## src/hdl/altok_pkg.sv

```systemverilog
`default_nettype none

package altok_pkg;

  localparam int MAX_CMD_DEF     = 8;
  localparam int QUEUE_DEPTH_DEF = 2;

  localparam logic [7:0] CH_SPACE = 8'h20;
  localparam logic [7:0] CH_TAB   = 8'h09;
  localparam logic [7:0] CH_LF    = 8'h0A;
  localparam logic [7:0] CH_CR    = 8'h0D;
  localparam logic [7:0] CH_AMP   = 8'h26;
  localparam logic [7:0] CH_QUOTE = 8'h27;
  localparam logic [7:0] CH_PLUS  = 8'h2B;
  localparam logic [7:0] CH_MINUS = 8'h2D;
  localparam logic [7:0] CH_ZERO  = 8'h30;
  localparam logic [7:0] CH_NINE  = 8'h39;
  localparam logic [7:0] CH_UC_A  = 8'h41;
  localparam logic [7:0] CH_UC_Z  = 8'h5A;
  localparam logic [7:0] CH_LC_A  = 8'h61;
  localparam logic [7:0] CH_LC_Z  = 8'h7A;
  localparam logic [7:0] CH_UC_B  = 8'h42;
  localparam logic [7:0] CH_UC_C  = 8'h43;
  localparam logic [7:0] CH_UC_W  = 8'h57;
  localparam logic [7:0] CH_UC_D  = 8'h44;
  localparam logic [7:0] CASE_BIT = 8'h20;

  localparam logic [1:0] SZ_B = 2'd0;
  localparam logic [1:0] SZ_C = 2'd1;
  localparam logic [1:0] SZ_W = 2'd2;
  localparam logic [1:0] SZ_D = 2'd3;

  localparam logic [1:0] ST_OK      = 2'd0;
  localparam logic [1:0] ST_COMMENT = 2'd1;
  localparam logic [1:0] ST_NOCMD   = 2'd2;

  typedef enum logic [3:0] {
    CLS_BLANK,
    CLS_SPACE,
    CLS_QUOTE,
    CLS_LETTER,
    CLS_AMP,
    CLS_PLUS,
    CLS_MINUS,
    CLS_DIGIT,
    CLS_OTHER
  } cls_t;

  typedef enum logic [3:0] {
    PH_LEAD,
    PH_CMD,
    PH_PREAMP,
    PH_PRESIZE,
    PH_ARGWS,
    PH_DIGITS,
    PH_DONE,
    PH_COMMENT,
    PH_NOCMD
  } phase_t;

  // classified character as it travels through the queue
  typedef struct packed {
    logic [7:0] ch;
    logic       last;
    cls_t       cls;
    logic       size_hit;
    logic [1:0] size_val;
  } tok_t;

  typedef struct packed {
    logic full;
    logic empty;
  } q_stat_t;

  typedef struct packed {
    logic letter;
    logic amp;
    logic size;
    logic neg;
    logic digit;
  } act_t;

endpackage

`default_nettype wire

```

## src/hdl/altok_ifs.sv

```systemverilog
`default_nettype none

interface altok_in_if;
  logic       valid;
  logic       ready;
  logic [7:0] ch;
  logic       last;

  modport source (output valid, output ch, output last, input ready);
  modport sink   (input valid, input ch, input last, output ready);
endinterface

interface altok_out_if;
  logic               valid;
  logic               ready;
  logic        [63:0] command_text;
  logic        [3:0]  command_length;
  logic               command_truncated;
  logic               pointer_mark;
  logic        [1:0]  size_code;
  logic signed [31:0] argument;
  logic        [1:0]  status;

  modport source (output valid, output command_text, output command_length,
                  output command_truncated, output pointer_mark, output size_code,
                  output argument, output status, input ready);
  modport sink   (input valid, input command_text, input command_length,
                  input command_truncated, input pointer_mark, input size_code,
                  input argument, input status, output ready);
endinterface

`default_nettype wire

```

## src/hdl/asm_line_tokenizer_unit.sv

```systemverilog
// Line tokenizer: one character per request, one result per line (on the last character).
// Throughput: one character per cycle, set by the scan step; a last character stalls while an
// earlier result is still in the output register and not taken. The result is registered: the
// last character goes into the queue; the scan stage then pops it into the output register.
// Reset (rst, synchronous): queue emptied, scan state cleared, output invalid.
`default_nettype none

module asm_line_tokenizer_unit #(
  parameter int MAX_CMD     = altok_pkg::MAX_CMD_DEF,
  parameter int QUEUE_DEPTH = altok_pkg::QUEUE_DEPTH_DEF
) (
  input  logic        clk,
  input  logic        rst,
  altok_in_if.sink    line_in,
  altok_out_if.source token_out
);
  import altok_pkg::*;

  q_stat_t qs;
  tok_t    tok_in;
  tok_t    tok_out;
  logic    push;
  logic    pop;

  altok_front u_front (
    .line_in (line_in),
    .qs      (qs),
    .push    (push),
    .tok     (tok_in)
  );

  altok_fifo #(
    .DEPTH (QUEUE_DEPTH)
  ) u_fifo (
    .clk  (clk),
    .rst  (rst),
    .push (push),
    .din  (tok_in),
    .pop  (pop),
    .dout (tok_out),
    .qs   (qs)
  );

  altok_back #(
    .MAX_CMD (MAX_CMD)
  ) u_back (
    .clk       (clk),
    .rst       (rst),
    .qs        (qs),
    .tok       (tok_out),
    .pop       (pop),
    .token_out (token_out)
  );

`ifndef SYNTHESIS
  a_err_fields_zero : assert property (@(posedge clk) disable iff (rst)
    (token_out.valid && token_out.status != ST_OK) |->
      (token_out.command_length == 4'd0 && token_out.argument == 32'sd0 &&
       token_out.command_text == 64'd0))
    else $error("non-ok line carries nonzero fields");

  a_len_bound : assert property (@(posedge clk) disable iff (rst)
    token_out.valid |-> (token_out.command_length <= 4'(MAX_CMD)))
    else $error("command length beyond limit");

  a_trunc_full : assert property (@(posedge clk) disable iff (rst)
    (token_out.valid && token_out.command_truncated) |->
      (token_out.command_length == 4'(MAX_CMD)))
    else $error("truncation flagged with buffer not full");

  a_no_pop_empty : assert property (@(posedge clk) disable iff (rst)
    qs.empty |-> !pop)
    else $error("queue popped while empty");
`endif

endmodule

`default_nettype wire

```

## src/hdl/altok_front.sv

```systemverilog
`default_nettype none

module altok_front (
  altok_in_if.sink         line_in,
  input  altok_pkg::q_stat_t qs,
  output logic             push,
  output altok_pkg::tok_t  tok
);
  import altok_pkg::*;

  logic [7:0] upper;

  assign line_in.ready = !qs.full;
  assign push          = line_in.valid && !qs.full;

  assign upper = (line_in.ch inside {[CH_LC_A:CH_LC_Z]}) ? (line_in.ch & ~CASE_BIT)
                                                          : line_in.ch;

  always_comb begin
    tok.ch   = line_in.ch;
    tok.last = line_in.last;

    if (line_in.ch == CH_SPACE || line_in.ch == CH_TAB) begin
      tok.cls = CLS_BLANK;
    end else if (line_in.ch inside {[CH_LF:CH_CR]}) begin
      tok.cls = CLS_SPACE;
    end else if (line_in.ch == CH_QUOTE) begin
      tok.cls = CLS_QUOTE;
    end else if (line_in.ch inside {[CH_UC_A:CH_UC_Z], [CH_LC_A:CH_LC_Z]}) begin
      tok.cls = CLS_LETTER;
    end else if (line_in.ch == CH_AMP) begin
      tok.cls = CLS_AMP;
    end else if (line_in.ch == CH_PLUS) begin
      tok.cls = CLS_PLUS;
    end else if (line_in.ch == CH_MINUS) begin
      tok.cls = CLS_MINUS;
    end else if (line_in.ch inside {[CH_ZERO:CH_NINE]}) begin
      tok.cls = CLS_DIGIT;
    end else begin
      tok.cls = CLS_OTHER;
    end

    case (upper)
      CH_UC_B: begin tok.size_hit = 1'b1; tok.size_val = SZ_B; end
      CH_UC_C: begin tok.size_hit = 1'b1; tok.size_val = SZ_C; end
      CH_UC_W: begin tok.size_hit = 1'b1; tok.size_val = SZ_W; end
      CH_UC_D: begin tok.size_hit = 1'b1; tok.size_val = SZ_D; end
      default: begin tok.size_hit = 1'b0; tok.size_val = SZ_B; end
    endcase
  end

endmodule

`default_nettype wire

```

## src/hdl/altok_fifo.sv

```systemverilog
`default_nettype none

module altok_fifo #(
  parameter int DEPTH = altok_pkg::QUEUE_DEPTH_DEF
) (
  input  logic               clk,
  input  logic               rst,
  input  logic               push,
  input  altok_pkg::tok_t    din,
  input  logic               pop,
  output altok_pkg::tok_t    dout,
  output altok_pkg::q_stat_t qs
);
  import altok_pkg::*;

  localparam int AW = (DEPTH > 1) ? $clog2(DEPTH) : 1;
  localparam int CW = $clog2(DEPTH + 1);

  tok_t          slots [DEPTH];
  logic [AW-1:0] wr_ptr;
  logic [AW-1:0] rd_ptr;
  logic [CW-1:0] count;

  assign qs.full  = (count == CW'(DEPTH));
  assign qs.empty = (count == '0);
  assign dout     = slots[rd_ptr];

  always_ff @(posedge clk) begin
    if (push) begin
      slots[wr_ptr] <= din;
    end
  end

  always_ff @(posedge clk) begin
    if (rst) begin
      wr_ptr <= '0;
      rd_ptr <= '0;
      count  <= '0;
    end else begin
      if (push) begin
        wr_ptr <= (wr_ptr == AW'(DEPTH - 1)) ? '0 : wr_ptr + 1'b1;
      end
      if (pop) begin
        rd_ptr <= (rd_ptr == AW'(DEPTH - 1)) ? '0 : rd_ptr + 1'b1;
      end
      if (push && !pop) begin
        count <= count + 1'b1;
      end else if (pop && !push) begin
        count <= count - 1'b1;
      end
    end
  end

endmodule

`default_nettype wire

```

## src/hdl/altok_back.sv

```systemverilog
`default_nettype none

module altok_back #(
  parameter int MAX_CMD = altok_pkg::MAX_CMD_DEF
) (
  input  logic               clk,
  input  logic               rst,
  input  altok_pkg::q_stat_t qs,
  input  altok_pkg::tok_t    tok,
  output logic               pop,
  altok_out_if.source        token_out
);
  import altok_pkg::*;

  phase_t      phase, phase_next;
  act_t        act;
  logic [63:0] cmd_buf, cmd_buf_next;
  logic [3:0]  kept, kept_next;
  logic        ovf, ovf_next;
  logic        amp, amp_next;
  logic [1:0]  size, size_next;
  logic        neg, neg_next;
  logic [31:0] acc, acc_next;

  logic        out_valid;
  logic        out_free;
  logic        emit;
  logic        line_ok;
  logic [63:0] o_text;
  logic [3:0]  o_len;
  logic        o_trunc;
  logic        o_amp;
  logic [1:0]  o_size;
  logic        o_neg;
  logic [31:0] o_acc;
  logic [1:0]  o_status;

  // scan step, following the fall-through order of the line grammar
  always_comb begin
    phase_t p;
    logic   taken;
    p     = phase;
    taken = 1'b0;
    act   = '0;
    if (p == PH_LEAD) begin
      if (tok.cls == CLS_QUOTE) begin
        p = PH_COMMENT;
      end else if (tok.cls == CLS_LETTER) begin
        act.letter = 1'b1;
        p          = PH_CMD;
      end else if (tok.cls != CLS_BLANK) begin
        p = PH_NOCMD;
      end
    end else begin
      if (p == PH_CMD) begin
        if (tok.cls == CLS_LETTER) begin
          act.letter = 1'b1;
          taken      = 1'b1;
        end else begin
          p = PH_PREAMP;
        end
      end
      if (p == PH_PREAMP && !taken) begin
        if (tok.cls == CLS_BLANK) begin
          taken = 1'b1;
        end else begin
          p = PH_PRESIZE;
          if (tok.cls == CLS_AMP) begin
            act.amp = 1'b1;
            taken   = 1'b1;
          end
        end
      end
      if (p == PH_PRESIZE && !taken) begin
        if (tok.cls == CLS_BLANK) begin
          taken = 1'b1;
        end else begin
          p = PH_ARGWS;
          if (tok.size_hit) begin
            act.size = 1'b1;
            taken    = 1'b1;
          end
        end
      end
      if (p == PH_ARGWS && !taken) begin
        if (tok.cls == CLS_BLANK || tok.cls == CLS_SPACE) begin
          taken = 1'b1;
        end else if (tok.cls == CLS_PLUS) begin
          p     = PH_DIGITS;
          taken = 1'b1;
        end else if (tok.cls == CLS_MINUS) begin
          act.neg = 1'b1;
          p       = PH_DIGITS;
          taken   = 1'b1;
        end else if (tok.cls != CLS_DIGIT) begin
          p     = PH_DONE;
          taken = 1'b1;
        end else begin
          p = PH_DIGITS;
        end
      end
      if (p == PH_DIGITS && !taken) begin
        if (tok.cls == CLS_DIGIT) begin
          act.digit = 1'b1;
        end else begin
          p = PH_DONE;
        end
      end
    end
    phase_next = p;
  end

  // handshake control
  always_comb begin
    out_free = !out_valid || token_out.ready;
    pop      = !qs.empty && (!tok.last || out_free);
    emit     = pop && tok.last;
  end

  always_comb begin
    cmd_buf_next = cmd_buf;
    kept_next    = kept;
    ovf_next     = ovf;
    if (act.letter) begin
      if (kept < 4'(MAX_CMD)) begin
        cmd_buf_next = cmd_buf | ({56'b0, tok.ch} << {kept[2:0], 3'b000});
        kept_next    = kept + 1'b1;
      end else begin
        ovf_next = 1'b1;
      end
    end
    amp_next  = act.amp ? 1'b1 : amp;
    size_next = act.size ? tok.size_val : size;
    neg_next  = act.neg ? 1'b1 : neg;
    acc_next  = act.digit ? ({acc[28:0], 3'b000} + {acc[30:0], 1'b0} + {28'b0, tok.ch[3:0]})
                          : acc;
    line_ok   = !(phase_next == PH_COMMENT || phase_next == PH_LEAD ||
                  phase_next == PH_NOCMD);
  end

  always_ff @(posedge clk) begin
    if (rst) begin
      phase   <= PH_LEAD;
      cmd_buf <= '0;
      kept    <= '0;
      ovf     <= 1'b0;
      amp     <= 1'b0;
      size    <= SZ_B;
      neg     <= 1'b0;
      acc     <= '0;
    end else if (pop) begin
      if (tok.last) begin
        phase   <= PH_LEAD;
        cmd_buf <= '0;
        kept    <= '0;
        ovf     <= 1'b0;
        amp     <= 1'b0;
        size    <= SZ_B;
        neg     <= 1'b0;
        acc     <= '0;
      end else begin
        phase   <= phase_next;
        cmd_buf <= cmd_buf_next;
        kept    <= kept_next;
        ovf     <= ovf_next;
        amp     <= amp_next;
        size    <= size_next;
        neg     <= neg_next;
        acc     <= acc_next;
      end
    end
  end

  always_ff @(posedge clk) begin
    if (rst) begin
      out_valid <= 1'b0;
    end else if (emit) begin
      out_valid <= 1'b1;
    end else if (token_out.ready) begin
      out_valid <= 1'b0;
    end
  end

  always_ff @(posedge clk) begin
    if (emit) begin
      o_text  <= line_ok ? cmd_buf_next : '0;
      o_len   <= line_ok ? kept_next : '0;
      o_trunc <= line_ok && ovf_next;
      o_amp   <= line_ok && amp_next;
      o_size  <= line_ok ? size_next : SZ_B;
      o_neg   <= line_ok && neg_next;
      o_acc   <= line_ok ? acc_next : '0;
      if (phase_next == PH_COMMENT) begin
        o_status <= ST_COMMENT;
      end else if (line_ok) begin
        o_status <= ST_OK;
      end else begin
        o_status <= ST_NOCMD;
      end
    end
  end

  // sign applied after the register
  assign token_out.valid             = out_valid;
  assign token_out.command_text      = o_text;
  assign token_out.command_length    = o_len;
  assign token_out.command_truncated = o_trunc;
  assign token_out.pointer_mark      = o_amp;
  assign token_out.size_code         = o_size;
  assign token_out.argument          = o_neg ? -o_acc : o_acc;
  assign token_out.status            = o_status;

endmodule

`default_nettype wire
```

## src/flat_wrapper.sv

```systemverilog
// flat-port wrapper written by rule: the top's interface ports become plain ports
module asm_line_tokenizer_unit_flat import altok_pkg::*;
#(
  parameter int MAX_CMD     = altok_pkg::MAX_CMD_DEF,
  parameter int QUEUE_DEPTH = altok_pkg::QUEUE_DEPTH_DEF
)
  (clk, rst, line_in_valid, line_in_ch, line_in_last, line_in_ready, token_out_valid, token_out_command_text, token_out_command_length, token_out_command_truncated, token_out_pointer_mark, token_out_size_code, token_out_argument, token_out_status, token_out_ready);
  altok_in_if line_in_i ();
  altok_out_if token_out_i ();
  input  logic clk;
  input  logic rst;
  input wire logic [$bits(line_in_i.valid)-1:0] line_in_valid;
  input wire logic [$bits(line_in_i.ch)-1:0] line_in_ch;
  input wire logic [$bits(line_in_i.last)-1:0] line_in_last;
  output wire logic [$bits(line_in_i.ready)-1:0] line_in_ready;
  output wire logic [$bits(token_out_i.valid)-1:0] token_out_valid;
  output wire logic [$bits(token_out_i.command_text)-1:0] token_out_command_text;
  output wire logic [$bits(token_out_i.command_length)-1:0] token_out_command_length;
  output wire logic [$bits(token_out_i.command_truncated)-1:0] token_out_command_truncated;
  output wire logic [$bits(token_out_i.pointer_mark)-1:0] token_out_pointer_mark;
  output wire logic [$bits(token_out_i.size_code)-1:0] token_out_size_code;
  output wire logic [$bits(token_out_i.argument)-1:0] token_out_argument;
  output wire logic [$bits(token_out_i.status)-1:0] token_out_status;
  input wire logic [$bits(token_out_i.ready)-1:0] token_out_ready;
  assign line_in_i.valid = line_in_valid;
  assign line_in_i.ch = line_in_ch;
  assign line_in_i.last = line_in_last;
  assign line_in_ready = line_in_i.ready;
  assign token_out_valid = token_out_i.valid;
  assign token_out_command_text = token_out_i.command_text;
  assign token_out_command_length = token_out_i.command_length;
  assign token_out_command_truncated = token_out_i.command_truncated;
  assign token_out_pointer_mark = token_out_i.pointer_mark;
  assign token_out_size_code = token_out_i.size_code;
  assign token_out_argument = token_out_i.argument;
  assign token_out_status = token_out_i.status;
  assign token_out_i.ready = token_out_ready;
  asm_line_tokenizer_unit #(.MAX_CMD(MAX_CMD), .QUEUE_DEPTH(QUEUE_DEPTH)) u_core (.clk(clk), .rst(rst), .line_in(line_in_i), .token_out(token_out_i));
endmodule
```

## config.mk

```make
export PLATFORM = sky130hd
export DESIGN_NAME = asm_line_tokenizer_unit_flat
export DESIGN_NICKNAME = d
export VERILOG_FILES = /design/src/hdl/altok_pkg.sv /design/src/hdl/altok_ifs.sv /design/src/hdl/asm_line_tokenizer_unit.sv /design/src/hdl/altok_front.sv /design/src/hdl/altok_fifo.sv /design/src/hdl/altok_back.sv /design/src/flat_wrapper.sv
export SDC_FILE = /design/constraint.sdc
export NUM_CORES = 1
export LEC_CHECK = 0
export BUFFER_PORTS_ARGS = -buffer_cell sky130_fd_sc_hd__buf_4
export CAP_MARGIN = 25
export CORE_MARGIN = 2
export CORE_UTILIZATION = 50
export DETAILED_ROUTE_END_ITERATION = 10
export MAX_ROUTING_LAYER = met4
export PLACE_DENSITY = 0.69
export SYNTH_ARGS = -nofsm -noshare
export SYNTH_HDL_FRONTEND = slang
export SYNTH_SLANG_ARGS = --single-unit
```

## constraint.sdc

```tcl
create_clock -name clk -period 20.2 [get_ports clk]
set_input_delay 1.01 -clock clk [delete_from_list [all_inputs] [get_ports clk]]
set_output_delay 1.01 -clock clk [all_outputs]
set_load 0.005 [all_outputs]
```

# Word level (Yosys, flattened, before mapping)
# Memory sizes are Yosys's and may differ from the RTL's. A register that Yosys moved wholly into a read port is not among the register bits.
# Cells that the tools add are included.
# totals
regBits,221
latchBits,0
ramBits,32
romBits,0
in_bits,13
output_inout_bits,108
word_cells,200
mem_count,1
# mem_list
name,words,word_bits,rd,rd_clocked_by_memory_dff,write_ports,line_no,rtl
u_core.u_fifo.slots,2,16,1,1,1,altok_fifo.sv:19,tok_t slots [DEPTH];
# op_classes
add_sub_neg,8
multipliers,0
div,0
order_cmp,9
eq_ne,26
n_shift,1
n_mux,93
n_bitwise,1
reduce_logical,41
# op_table
operator,count
$mux 64,3
$mux 4,31
$mux 32,3
$or 64x64->64,1
$shl 8x6->64,1
$mux 1,46
$eq 8x6->1 const B,5
$add 32x32->32,1
$add 32x4->32,1
$eq 8x7->1 const B,4
$neg 32->32,1
$eq 4x3->1 const B,7
$eq 4x2->1 const B,4
$ge 8x7->1 const B,2
$le 8x7->1 const B,2
$logic_and 1x1->1,16
$mux 2,8
$logic_not 4->1,3
$pmux 3 s4,1
$logic_not 1->1,11
$eq 4x1->1 const B,2
$eq 8x4->1 const B,1
$ge 8x4->1 const B,1
$ge 8x6->1 const B,1
other kinds (15),23

# Logic depth before layout (Yosys ltp)
# logic_depth
ltp_word,27
ltp_mapped,17
mapped_depth_nobuf,14

# Cells and area by module
# A second synthesis with hierarchy kept.
# hier_totals
cells_unflattened,1369
area_unflattened_um2,13216.4
# modules_own_cells
module,instances,cells_each,area_each_um2,seq_area_each_um2
altok_back,1,1233,11432.2,5415.2
altok_fifo,1,72,1361.3,1061.0
altok_front,1,64,422.9,0.0

# Worst setup path after synthesis
# OpenSTA, ideal clock, no wires.
# synth_path
kind,input to register
start,input token_out_ready
end,register u_core.u_back.cmd_buf[46]
setup_time_ns,0.128
t_arrival_ns,7.396
required_time_ns,20.072
slack_ns,12.677
cell_stages,9
n_path_buf,3
path_cell_list,nand2b_1 > o22a_1 > clkinv_1 > nor2_1 > or2_2 > clkbuf_1 > clkbuf_1 > buf_1 > nor2_1
# synth_between
elab_chain_len,3
# synth_rtl
element,line_no,rtl
from (decl),flat_wrapper.sv:24,input wire logic [$bits(token_out_i.ready)-1:0] token_out_ready;
$logic_or 1x1->1,altok_back.sv:115,out_free = !out_valid || token_out.ready;
$logic_or 1x1->1,altok_back.sv:116,pop = !qs.empty && (!tok.last || out_free);
$logic_and 1x1->1,altok_back.sv:116,
to (signal assigned),altok_back.sv:163,cmd_buf <= cmd_buf_next;
to (decl),altok_back.sv:17,"logic [63:0] cmd_buf, cmd_buf_next;"
# No other way between the ends.
# A chain may end at the register's enable or synchronous reset.

# Final worst setup path
# layout_path
start,register u_core.u_back.o_acc[0]
end,output token_out_argument[30]
# layout_between
elab_chain_len,2
# layout_rtl
element,line_no,rtl
from (decl),altok_back.sv:35,logic [31:0] o_acc;
from (signal assigned),altok_back.sv:192,o_acc <= line_ok ? acc_next : '0;
$neg 32->32,altok_back.sv:210,assign token_out.argument = o_neg ? -o_acc : o_acc;
$mux 32,altok_back.sv:210,
to (decl),flat_wrapper.sv:22,output wire logic [$bits(token_out_i.argument)-1:0] token_out_argument;
# No other way between the ends.

==> impl_metrics.env <==
export IMPL_synth_cell_types=82
export IMPL_final_cells=1770
export IMPL_finalWirelength_um=31200
export IMPL_ys_top_cells_by_area="edfxtp_1, dfxtp_1, a21oi_1"
export IMPL_synth_edf_count=139
export IMPL_antenna_left=0
export IMPL_boundaryPins=121
export IMPL_die_area_mm2=0.0269
export IMPL_finalSetupViolCount=0
export IMPL_area_delta_synth_final_pct=15.3
export IMPL_rsz0062_at_grt="no"
export IMPL_cp_max_fo=4
export IMPL_core_mm2=0.0251
export IMPL_antenna_found_initial=0
export IMPL_dr_first_iter_drc_count=1036
export IMPL_place_inst=1719
export IMPL_firstDrtPassIters=7
export IMPL_cts_root_buf="clkbuf_16"
export IMPL_grt_first_pass_wirelength_um=49500
export IMPL_cp_end_kind="output port"
export IMPL_finClkSkew_ps=19.1
export IMPL_post_route_period_util=0.245
export IMPL_grtUsageTotal=0.234
export IMPL_synth_ff_type="edfxtp_1"
export IMPL_leakage_nw=5.59
export IMPL_routedWlPerCell_um=17.6
export IMPL_viasPerCell=5.77
export IMPL_insertion_delay_ps=540
export IMPL_cp_data_required_time_ps=19190
export IMPL_netlist_instances=1330
export IMPL_clockBufferDepth=3
export IMPL_io_buffers=120
export IMPL_fin_tns_setup_ps=0
export IMPL_cts_tree="done"
export IMPL_num_vias=10200
export IMPL_cts_sinks=254
export IMPL_synth_top_area_frac=0.327
export IMPL_grt_pass1_vias=9429
export IMPL_rows=58
export IMPL_yosysSeqAreaShare=0.507
export IMPL_yosysWarnings=0
export IMPL_crit_arrival_ps=3940
export IMPL_drcViolationCount=0
export IMPL_drv_cap=0
export IMPL_p_per_area_mw_per_mm2=117
export IMPL_hpwl_um=20800
export IMPL_diodes=0
export IMPL_cts_resized=0
export IMPL_grt_remaining_overflow=0
export IMPL_synthesis_area_mm2=0.0128
export IMPL_grt_max_degree=90
export IMPL_avgSynthCellArea_um2=9.61
export IMPL_hold_slack_ps=467
export IMPL_ys_async_sr_fraction=0
export IMPL_finalCriticalPeriod_ps=4950
export IMPL_drive_above_1_share=0.144
export IMPL_syn_num_nets=1406
export IMPL_vdd_ir_drop_max_v=0.000170
export IMPL_path_class="reg2out"
export IMPL_synth_seq_cells=254
export IMPL_worst_pin_slew_ps=1010
export IMPL_yosys_area_top_type="edfxtp_1"
export IMPL_relSlewSlack=0.328
export IMPL_cts_setup_buffers=0
export IMPL_status="completed"
export IMPL_numCtsBuffers=27
export IMPL_start_util=0.509
export IMPL_nets=1495
export IMPL_htreeDepth=1
export IMPL_hold_class="reg2reg"
export IMPL_hold_viol=0
export IMPL_path_clk_slew_ps=60
export IMPL_finalWeightedCongestion=0.932
export IMPL_power_total_w=0.00173
export IMPL_die_width_um=164
export IMPL_cts_hold_buf=0
export IMPL_slew_violations=0
export IMPL_die_h_um=164
export IMPL_start_kind="flip-flop"
export IMPL_clock_fmax_mhz=202
[cells in the mapped netlist, types with 3 or more instances]
| cell | number |
|---|---|
| a211oi_1 | 6 |
| a21o_1 | 9 |
| a21oi_1 | 206 |
| a22oi_1 | 29 |
| a2bb2oi_1 | 4 |
| a31oi_1 | 5 |
| a32oi_1 | 5 |
| and2_0 | 8 |
| and3_1 | 6 |
| buf_1 | 5 |
| buf_2 | 12 |
| buf_4 | 3 |
| buf_6 | 5 |
| clkbuf_1 | 44 |
| clkbuf_2 | 8 |
| dfxtp_1 | 115 |
| edfxtp_1 | 139 |
| ha_1 | 61 |
| inv_1 | 25 |
| mux2_2 | 10 |
| mux2i_1 | 10 |
| nand2_1 | 100 |
| nand2b_1 | 11 |
| nand3_1 | 16 |
| nand3b_1 | 3 |
| nand4_1 | 4 |
| nor2_1 | 243 |
| nor3_1 | 24 |
| o211ai_1 | 4 |
| o21a_1 | 5 |
| o21ai_0 | 37 |
| o21ai_1 | 5 |
| o21bai_1 | 4 |
| o31ai_1 | 12 |
| o41ai_1 | 6 |
| or2_1 | 3 |
| or2_2 | 4 |
| or3_1 | 11 |
| or4_1 | 6 |
| or4_4 | 3 |
| xnor2_1 | 50 |
| xor2_1 | 11 |
[metal layers]
| layer | GRT usage | vias up | part of all wire |
|---|---|---|---|
| met3 | 0.0225 | 36 | 0.054 |
| met4 | 0.0582 | 0 | 0.016 |
| li1 | - | 4960 | - |
| met1 | 0.342 | 4873 | 0.48 |
| met2 | 0.353 | 344 | 0.45 |
| met5 | - | - | 0 |
[power breakdown]
part	total (W)	internal, W	leakage [nW]	switching (W)
clock	0.000461	0.000261	0.398	0.000200
sequential	0.000689	0.000640	2.25	0.0000489
combinational	0.000578	0.000179	2.94	0.000399
[state kept, by name, summed over array words and instances, names as in the netlist, 4 cells and up, named ones only]
register / cells
u_core.u_back.kept: 4
u_core.u_back.phase: 4
u_core.u_fifo.slots: 32
u_core.u_back.token_out.command_length: 4
u_core.u_back.token_out.command_text: 64
u_core.u_back.acc: 32
u_core.u_back.o_acc: 32
u_core.u_back.cmd_buf: 64
[final cells by class]
class | instances | area [um^2]
clock buffer | 44 | 769
clock inverter | 6 | 51.3
fill | 2196 | 10400
inverter | 26 | 97.6
multi-input combinational | 973 | 5880
sequential | 254 | 6480
tap | 330 | 413
timing repair buffer | 137 | 1050
[worst paths after layout]
| kind | from | to | slack (ps) | cells after the start |
|---|---|---|---|---|
| worst min-delay path | u_core.u_back.cmd_buf[10] | u_core.u_back.cmd_buf[10] | 470 | 2 |
| worst max register to register | flip-flop | u_core.u_back.o_acc[28] | 15500 | 14 |
| worst min register to register | u_core.u_back.cmd_buf[10] | u_core.u_back.cmd_buf[10] | 470 | 2 |
| worst max-delay path | u_core.u_back.o_acc[0] | token_out_argument[30] | 15250 | 12 |
[per-stage QoR]
| stage | util | worst slack (ps) | instance area (um^2) |
|---|---|---|---|
| final | 0.587 | 15250 | 14700 |
| after global routing | 0.587 | 15080 | 14700 |
| after CTS | 0.586 | 15190 | 14700 |
| after detailed placement | 0.553 | 15500 | 13900 |
| after global placement | 0.553 | 15560 | 13900 |
| after floorplan | - | 12680 | 12800 |
[cells in the final DEF, fill, tap and decap left out, types with 3 or more instances in the layout]
cell	n
a211oi_1	6
a21o_1	9
a21oi_1	206
a22oi_1	29
a2bb2oi_1	4
a31oi_1	5
a32oi_1	5
and2_0	8
and3_1	6
buf_4	136
clkbuf_1	14
clkbuf_16	27
clkbuf_8	3
dfxtp_1	115
edfxtp_1	139
ha_1	61
inv_1	25
mux2_2	10
mux2i_1	9
nand2_1	100
nand2b_1	11
nand3_1	16
nand3b_1	3
nand4_1	4
nor2_1	242
nor3_1	24
o211ai_1	4
o21a_1	5
o21ai_0	37
o21ai_1	4
o21bai_1	4
o31ai_1	12
o41ai_1	6
or2_1	3
or2_2	4
or3_1	11
or4_1	6
or4_4	3
xnor2_1	50
xor2_1	11
[cells by family (layout without fill, tap and decap cells)]
logic type                 count (synthesis)  after routing  share of synthesized area
and+or+nand+nor                          464            464                      0.164
AOI/OAI and AO/OA                        365            365                      0.172
DFF                                      254            254                      0.507
buffers and inverters                    103            213                     0.0360
adders and majority gates                 63             63                     0.0628
xor gates and xnor gates                  61             61                     0.0418
muxes                                     20             20                     0.0166
[worst max-delay path: stages (launching register included)]
cell      delay, ps
edfxtp_1        420
inv_1            80
ha_1            150
nand2b_1         70
or4_4           440
or3_4           400
nand2b_4        160
nand2b_4        150
or4_4           470
or4_4           550
o21ai_1         180
xnor2_1         170
buf_4           150
Power figures use the tool's default switching activity.
